File: src/hw/rtl/assert_macros.svh
// Assertion macros for the RTL files that check themselves.
`ifndef ASSERT_MACROS_SVH
`define ASSERT_MACROS_SVH

// Check a condition against another in the same cycle.
`define WTD_ASSERT_NOW(lbl, ante, cons) \
  lbl: assert property (@(posedge clk) disable iff (rst) (ante) |-> (cons)) \
    else $error("assertion failed");

// Check a condition against another in the next cycle.
`define WTD_ASSERT_NEXT(lbl, ante, cons) \
  lbl: assert property (@(posedge clk) disable iff (rst) (ante) |=> (cons)) \
    else $error("assertion failed");

`endif

File: src/hw/rtl/wtd_pkg.sv
// Types and constants for the window threshold debouncer.
`default_nettype none

package wtd_pkg;

  localparam int unsigned THRESH_W  = 4;
  localparam int unsigned TIMEOUT_W = 16;
  localparam int unsigned TIME_W    = 32;
  localparam int unsigned HCOUNT_W  = 4;
  localparam int unsigned CFG_IDX_W = 2;
  localparam int unsigned CFG_DAT_W = 16;

  localparam logic [CFG_IDX_W-1:0] REG_THRESHOLD = 2'd0;
  localparam logic [CFG_IDX_W-1:0] REG_TIMEOUT   = 2'd1;
  localparam logic [CFG_IDX_W-1:0] REG_INVERT    = 2'd2;

  localparam logic [THRESH_W-1:0]  THRESHOLD_RST = 4'd5;
  localparam logic [TIMEOUT_W-1:0] TIMEOUT_RST   = 16'd50;

  typedef struct packed {
    logic              sample;
    logic              saturate;
    logic [TIME_W-1:0] time_ms;
  } item_t;

  typedef struct packed {
    logic [THRESH_W-1:0]  threshold_count;
    logic [TIMEOUT_W-1:0] stale_timeout_ms;
    logic                 invert_output;
  } cfg_t;

endpackage

`default_nettype wire

File: src/hw/rtl/wtd_if.sv
// Handshake channel interfaces for samples, results and register writes.
`default_nettype none

interface wtd_sample_if;
  logic                      valid;
  logic                      ready;
  logic                      sample;
  logic                      saturate;
  logic [wtd_pkg::TIME_W-1:0] time_ms;

  modport source (output valid, sample, saturate, time_ms, input ready);
  modport sink   (input valid, sample, saturate, time_ms, output ready);
endinterface

interface wtd_result_if;
  logic                        valid;
  logic                        ready;
  logic                        level;
  logic [wtd_pkg::HCOUNT_W-1:0] high_count;

  modport source (output valid, level, high_count, input ready);
  modport sink   (input valid, level, high_count, output ready);
endinterface

interface wtd_cfg_if;
  logic                         valid;
  logic                         ready;
  logic [wtd_pkg::CFG_IDX_W-1:0] index;
  logic [wtd_pkg::CFG_DAT_W-1:0] data;

  modport source (output valid, index, data, input ready);
  modport sink   (input valid, index, data, output ready);
endinterface

`default_nettype wire

File: src/hw/rtl/wtd_window.sv
// Sample window, write pointer and last-read time, with the high-sample count.
`default_nettype none

module wtd_window #(
  parameter int unsigned WINDOW = 8,
  parameter int unsigned CNT_W  = 4
) (
  input  wire                               clk,
  input  wire                               rst,
  input  wire                               advance,
  input  wire wtd_pkg::item_t               item,
  input  wire [wtd_pkg::TIMEOUT_W-1:0]      stale_timeout_ms,
  output logic [CNT_W-1:0]                  count
);
  import wtd_pkg::*;

  localparam int unsigned PTR_W = (WINDOW > 1) ? $clog2(WINDOW) : 1;

  logic [WINDOW-1:0] window;
  logic [WINDOW-1:0] window_next;
  logic [PTR_W-1:0]  ptr;
  logic [PTR_W-1:0]  ptr_next;
  logic [TIME_W-1:0] last_time;
  logic [TIME_W-1:0] elapsed;
  logic              stale;

  assign elapsed = item.time_ms - last_time;
  assign stale   = elapsed > {{(TIME_W-TIMEOUT_W){1'b0}}, stale_timeout_ms};

  always_comb begin
    for (int i = 0; i < WINDOW; i++) begin
      if (ptr == PTR_W'(i) || item.saturate) begin
        window_next[i] = item.sample;
      end else if (stale) begin
        window_next[i] = 1'b0;
      end else begin
        window_next[i] = window[i];
      end
    end
  end

  assign ptr_next = (ptr == PTR_W'(WINDOW-1)) ? '0 : ptr + PTR_W'(1);
  assign count    = CNT_W'($countones(window_next));

  always_ff @(posedge clk) begin
    if (rst) begin
      window    <= '0;
      ptr       <= '0;
      last_time <= '0;
    end else if (advance) begin
      window    <= window_next;
      ptr       <= ptr_next;
      last_time <= item.time_ms;
    end
  end

endmodule

`default_nettype wire

File: src/hw/rtl/window_threshold_debouncer_top.sv
// Top level of the sliding-window threshold debouncer.
// Usage:
//   samples : one word per raw pin sample with its saturate flag and the
//             current millisecond time.
//   results : one word per sample: debounced level and the count of high
//             samples in the window after the write.
//   cfg     : register writes (index 0 threshold, 1 stale timeout, 2 invert);
//             always ready, write only while no sample is in flight.
// Datapath: a taken sample is registered in the input register; the window
//   update and the population count of WINDOW bits sit between it and the
//   result register. Throughput: one sample per cycle while no result is
//   held back by a low results.ready.
// Reset: window cleared, pointer and last-read time zero, registers back
//   to threshold 5, timeout 50 ms, no inversion; both stages emptied.
// Stall: a held result keeps its word; one more sample waits in the input
//   register, then samples.ready drops until results.ready returns.
`default_nettype none

`include "assert_macros.svh"

module window_threshold_debouncer_top #(
  parameter int unsigned WINDOW = 8
) (
  input  wire          clk,
  input  wire          rst,
  wtd_sample_if.sink   samples,
  wtd_result_if.source results,
  wtd_cfg_if.sink      cfg
);
  import wtd_pkg::*;

  localparam int unsigned CNT_W = $clog2(WINDOW + 1);
  localparam int unsigned CMP_W = (CNT_W > THRESH_W) ? CNT_W : THRESH_W;

  cfg_t             cfg_regs;
  item_t            item;
  logic             item_valid;
  logic             advance;
  logic [CNT_W-1:0] count;
  logic [CMP_W-1:0] count_ext;
  logic             res_valid;
  logic             res_level;
  logic [CMP_W-1:0] res_count;

  assign cfg.ready = 1'b1;

  always_ff @(posedge clk) begin
    if (rst) begin
      cfg_regs.threshold_count  <= THRESHOLD_RST;
      cfg_regs.stale_timeout_ms <= TIMEOUT_RST;
      cfg_regs.invert_output    <= 1'b0;
    end else if (cfg.valid) begin
      case (cfg.index)
        REG_THRESHOLD: cfg_regs.threshold_count  <= cfg.data[THRESH_W-1:0];
        REG_TIMEOUT:   cfg_regs.stale_timeout_ms <= cfg.data[TIMEOUT_W-1:0];
        REG_INVERT:    cfg_regs.invert_output    <= cfg.data[0];
        default: ;
      endcase
    end
  end

  assign advance       = item_valid && (!res_valid || results.ready);
  assign samples.ready = !item_valid || advance;

  always_ff @(posedge clk) begin
    if (rst) begin
      item_valid <= 1'b0;
    end else if (samples.ready) begin
      item_valid <= samples.valid;
    end
  end

  always_ff @(posedge clk) begin
    if (samples.ready && samples.valid) begin
      item.sample   <= samples.sample;
      item.saturate <= samples.saturate;
      item.time_ms  <= samples.time_ms;
    end
  end

  wtd_window #(
    .WINDOW (WINDOW),
    .CNT_W  (CNT_W)
  ) u_window (
    .clk              (clk),
    .rst              (rst),
    .advance          (advance),
    .item             (item),
    .stale_timeout_ms (cfg_regs.stale_timeout_ms),
    .count            (count)
  );

  assign count_ext = CMP_W'(count);

  always_ff @(posedge clk) begin
    if (rst) begin
      res_valid <= 1'b0;
    end else if (advance) begin
      res_valid <= 1'b1;
    end else if (results.ready) begin
      res_valid <= 1'b0;
    end
  end

  always_ff @(posedge clk) begin
    if (advance) begin
      res_count <= count_ext;
      res_level <= (count_ext >= CMP_W'(cfg_regs.threshold_count))
                   ^ cfg_regs.invert_output;
    end
  end

  assign results.valid      = res_valid;
  assign results.level      = res_level;
  assign results.high_count = res_count[HCOUNT_W-1:0];

  `WTD_ASSERT_NEXT(a_take_fills_stage, !rst && samples.valid && samples.ready, item_valid)
  `WTD_ASSERT_NEXT(a_advance_gives_result, !rst && advance, res_valid)
  `WTD_ASSERT_NEXT(a_drain_empties, !rst && res_valid && results.ready && !advance, !res_valid)
  `WTD_ASSERT_NOW(a_free_stage_ready, item_valid && !res_valid, samples.ready)

endmodule

`default_nettype wire

File: src/flat_wrapper.sv
// flat-port wrapper written by rule: the top's interface ports become plain ports
module window_threshold_debouncer_top_flat import wtd_pkg::*;
#(
  parameter int unsigned WINDOW = 8
)
  (clk, rst, samples_valid, samples_sample, samples_saturate, samples_time_ms, samples_ready, results_valid, results_level, results_high_count, results_ready, cfg_valid, cfg_index, cfg_data, cfg_ready);
  wtd_sample_if samples_i ();
  wtd_result_if results_i ();
  wtd_cfg_if cfg_i ();
  input  wire clk;
  input  wire rst;
  input wire logic [$bits(samples_i.valid)-1:0] samples_valid;
  input wire logic [$bits(samples_i.sample)-1:0] samples_sample;
  input wire logic [$bits(samples_i.saturate)-1:0] samples_saturate;
  input wire logic [$bits(samples_i.time_ms)-1:0] samples_time_ms;
  output wire logic [$bits(samples_i.ready)-1:0] samples_ready;
  output wire logic [$bits(results_i.valid)-1:0] results_valid;
  output wire logic [$bits(results_i.level)-1:0] results_level;
  output wire logic [$bits(results_i.high_count)-1:0] results_high_count;
  input wire logic [$bits(results_i.ready)-1:0] results_ready;
  input wire logic [$bits(cfg_i.valid)-1:0] cfg_valid;
  input wire logic [$bits(cfg_i.index)-1:0] cfg_index;
  input wire logic [$bits(cfg_i.data)-1:0] cfg_data;
  output wire logic [$bits(cfg_i.ready)-1:0] cfg_ready;
  assign samples_i.valid = samples_valid;
  assign samples_i.sample = samples_sample;
  assign samples_i.saturate = samples_saturate;
  assign samples_i.time_ms = samples_time_ms;
  assign samples_ready = samples_i.ready;
  assign results_valid = results_i.valid;
  assign results_level = results_i.level;
  assign results_high_count = results_i.high_count;
  assign results_i.ready = results_ready;
  assign cfg_i.valid = cfg_valid;
  assign cfg_i.index = cfg_index;
  assign cfg_i.data = cfg_data;
  assign cfg_ready = cfg_i.ready;
  window_threshold_debouncer_top #(.WINDOW(WINDOW)) u_core (.clk(clk), .rst(rst), .samples(samples_i), .results(results_i), .cfg(cfg_i));
endmodule
File: config.mk
export PLATFORM = sky130hd
export DESIGN_NAME = window_threshold_debouncer_top_flat
export DESIGN_NICKNAME = d
export VERILOG_FILES = /design/src/hw/rtl/wtd_pkg.sv /design/src/hw/rtl/wtd_if.sv /design/src/hw/rtl/wtd_window.sv /design/src/hw/rtl/window_threshold_debouncer_top.sv /design/src/flat_wrapper.sv
export VERILOG_INCLUDE_DIRS = /design/src /design/src/hw/rtl
export SDC_FILE = /design/constraint.sdc
export NUM_CORES = 1
export LEC_CHECK = 0
export BUFFER_PORTS_ARGS = -buffer_cell sky130_fd_sc_hd__buf_2
export CORE_UTILIZATION = 45
export DETAILED_ROUTE_END_ITERATION = 7
export PLACE_DENSITY_LB_ADDON = 0.25
export SLEW_MARGIN = 0
export SYNTH_ARGS = -nofsm -noshare
export SYNTH_HDL_FRONTEND = slang
export SYNTH_SLANG_ARGS = --single-unit
export TNS_END_PERCENT = 5
File: constraint.sdc
create_clock -name clk -period 10.6 [get_ports clk]
set_input_delay 0.53 -clock clk [delete_from_list [all_inputs] [get_ports clk]]
set_output_delay 0.53 -clock clk [all_outputs]
set_load 0.05 [all_outputs]
==> summary.txt <==
Setup path
  • Critical Path AT: just over 8 ns
  • Worst-path maximum fanout: 14
  • Critical-path top delay cell: fa_1
  • Crit Path Class: register to register
  • Max incr delay on CP: 0.50 ns
  • Worst setup EP type: register
  • Startpoint types: register
  • CP required: 10.72 ns

Die
  • Initial Util: 0.462
  • Die H: approximately 120 um
  • Core box area: between 10,000 and 15,000 sq um
  • Site Rows: 44
  • Die Width: approximately 120 um
  • Top-level I/O count: 65
  • Die ar.: roughly 15,000 sq um

Routing
  • Residual DRC: 0
  • Vias: 5,666
  • 1st-pass router iterations: 5
  • Final WL: between 15,000 and 20,000 um
  • Vias/cell: 5.46
  • WL/cell: about 15 um
  • Post-DRT Antenna Nets: 0
  • Iteration-0 DRC Markers: 380

STA
  • Setup TNS: 0 ns
  • Crit path time final: ~8.2 ns
  • # setup viols final: 0
  • Final hold vios: 0
  • Max Transition Viols Final: 0
  • Max Fclk: roughly 120 MHz
  • Fin Clk Skew: 0.00859 ns
  • RSZ-0062 raised after global routing: false
  • Tcrit/Tclk final: 0.769
  • Worst slew pin tran: between 0.7 and 0.8 ns
  • Slew HR: 0.470

Clock tree
  • TritonCTS buffer count: 9
  • Clock Latency Late Sink: 0.36 ns
  • CTS resizes: 0
  • Clock transition at path regs: roughly 0.080 ns
  • Post-CTS setup buffer count: 0
  • Root Buffer Master: clkbuf_16
  • Hold buffers post-CTS: 0
  • # H-tree levels: 3
  • CTS sink cnt: about 110
  • CTS tree: yes
  • CTS max path bufs: 2

Power and ir drop
  • Gate power share: 0.256
  • P per Cell Area: ~150 nW/um^2
  • Reg power frac: 0.419
  • Sw Share: 0.323
  • Leak: 2.92 nW
  • Clock power frac: 0.324
  • Psw: 349 uW
  • Total Power: roughly 1.1 mW
  • Cell internal pwr: between 700 and 800 uW
  • VDD IR max: ~0.085 mV

Synthesis
  • Post-synth top cells: 135 x nand2_1, 97 x a21oi_1, 77 x inv_1
  • Post-synth EDFFs: 39
  • Synth async-reset ratio: 0
  • Cell taking the most area after synthesis: dfxtp_1
  • Top cell type's share of synthesized area: 0.197
  • Mapped Cells: 804
  • Synthesized flop and latch total: 105
  • Sequential area share after synthesis: 0.371
  • Post-Syn Nets: 926
  • Count leader, synth: nand2_1
  • Syn_area_per_cell: roughly 8.4 sq um
  • Library cells used by synthesis: 76
  • Post-Syn Area: ~6700 sq um
  • Ranking of synthesized cells by area: dfxtp_1 20%, edfxtp_1 17%, ha_1 11%
  • Top FF cell, synth: dfxtp_1
  • Ys Warns: 0

Placed design
  • Placed wire-length estimate: around 11,000 um
  • I/O Buffers: 63
  • Global placer's final weighted congestion: 0.839
  • Dpl cells: between 1,000 and 1,500

Layout
  • Finished Layout Cells: slightly above 1,000
  • Antenna cell count: 0
  • Share of cells above drive strength 1: 0.118
  • Layout area overhead: 10.9%
  • # nets final: approximately 970

Global route
  • First-pass GRT wire length: ~25,000 um
  • Pin count of the biggest net entering global routing: 63
  • Antenna violations before repair: 0
  • Grt ovf: 0
  • Vias in the first global route: around 5,300
  • GR Util All Layers: 0.201

Min path
  • Min-Delay Path Class: input port to register

Flow run
  • MaxCap Viol Count: 0

Status
  • Status: complete, no violations
stage by stage:
stage	setup slack [ns]	utilization	instance area [sq um]	hold WS [ns]
floorplan	3.11	-	6720	0.436
global placement	2.60	0.491	7140	0.442
detailed placement	2.50	0.491	7140	0.447
CTS	2.46	0.513	7460	0.327
global route	1.85	0.513	7460	0.327
finish	2.44	0.513	7460	0.337
registers in the layout, summed over array words and instances, names as in the netlist:
register	cells
u_core.results.level	1
u_core.item_valid	1
u_core.u_window.last_time	32
u_core.u_window.ptr	3
u_core.item	34
u_core.results.valid	1
u_core.cfg_regs	21
u_core.results.high_count	4
u_core.u_window.window	8
final timing paths:
path	start	end	slack, ns	depth (start not counted)
hold reg to reg	u_core.u_window.last_time[6]$_SDFFE_PP0P_	u_core.u_window.last_time[6]$_SDFFE_PP0P_	0.46	2
setup / recovery	u_core.item[4]$_DFFE_PP_	u_core.results.level$_DFFE_PP_	2.44	34
hold / removal	samples_time_ms[21]	u_core.item[21]$_DFFE_PP_	0.34	1
setup reg to reg	u_core.item[4]$_DFFE_PP_	u_core.results.level$_DFFE_PP_	2.44	34
layout by cell type (no fill, tap or decap), drive strengths merged, types with 3 or more instances in the layout:
master | netlist | routed
mux2i | 7 | 7
edfxtp | 39 | 39
o21ai | 36 | 36
o21a | 5 | 5
a211o | 3 | 3
and2 | 3 | 3
a31oi | 10 | 10
clkbuf | 20 | 10
buf | 11 | 66
fa | 5 | 5
nand2b | 10 | 10
a41oi | 3 | 3
and3 | 3 | 3
o221ai | 5 | 5
o211ai | 13 | 13
nor2 | 47 | 47
nor2b | 4 | 4
ha | 60 | 60
xor2 | 7 | 7
nor3 | 20 | 20
inv | 78 | 83
a21o | 12 | 12
nor4 | 6 | 6
nand3 | 14 | 14
or2b | 3 | 3
xnor2 | 14 | 14
a21oi | 100 | 100
nand2 | 135 | 135
nand4 | 9 | 9
a211oi | 8 | 8
nand3b | 3 | 3
dfxtp | 66 | 66
o21bai | 6 | 6
a2111oi | 3 | 3
o22a | 4 | 4
routing by layer:
metal / up-vias / wire length, um / share of wire / global-route usage
li1: 2927 / - / - / -
met1: 2625 / 7480 / 0.50 / 0.272
met2: 97 / 6820 / 0.45 / 0.322
met3: 17 / 480 / 0.032 / 0.0345
met4: 0 / 289 / 0.019 / 0.0702
met5: - / 0 / 0 / 0
power groups by stage:
stage,sequential (mW),clock [mW],combinational [mW]
detailed placement,0.463,0,0.277
finish,0.454,0.351,0.278
global placement,0.463,0,0.273
CTS,0.454,0.359,0.278
global route,0.457,0.374,0.318
floorplan,0.468,0,0.205
worst max-delay path: cells and delay by family (launching register included):
family	cells	cell delay, ns
and+or+nand+nor	5	0.95
xor gates and xnor gates	2	0.22
adders and majority gates	8	2.94
AOI/OAI and AO/OA	14	3.13
buffers and inverters	5	0.27
DFF	1	0.39
kinds of logic after synthesis:
kind of cell	after synthesis	share of synthesized area
simple gates	265	0.178
compound gates	228	0.217
buf+inv	110	0.0657
flops	105	0.371
fa+ha+maj	65	0.127
xor+xnor	21	0.0274
mux	9	0.0138
other cells	1	0.000558
layout make-up:
type / instances / area [sq um]
clock buffers: 10 / 250
clock inverters: 6 / 65.1
fillers: 1440 / 7080
inverters: 78 / 293
multi-input cells: 589 / 3790
flip-flops and latches: 105 / 2490
well taps: 184 / 230
repair buffers: 66 / 338
Note: power is estimated with default switching activity, not from simulation.
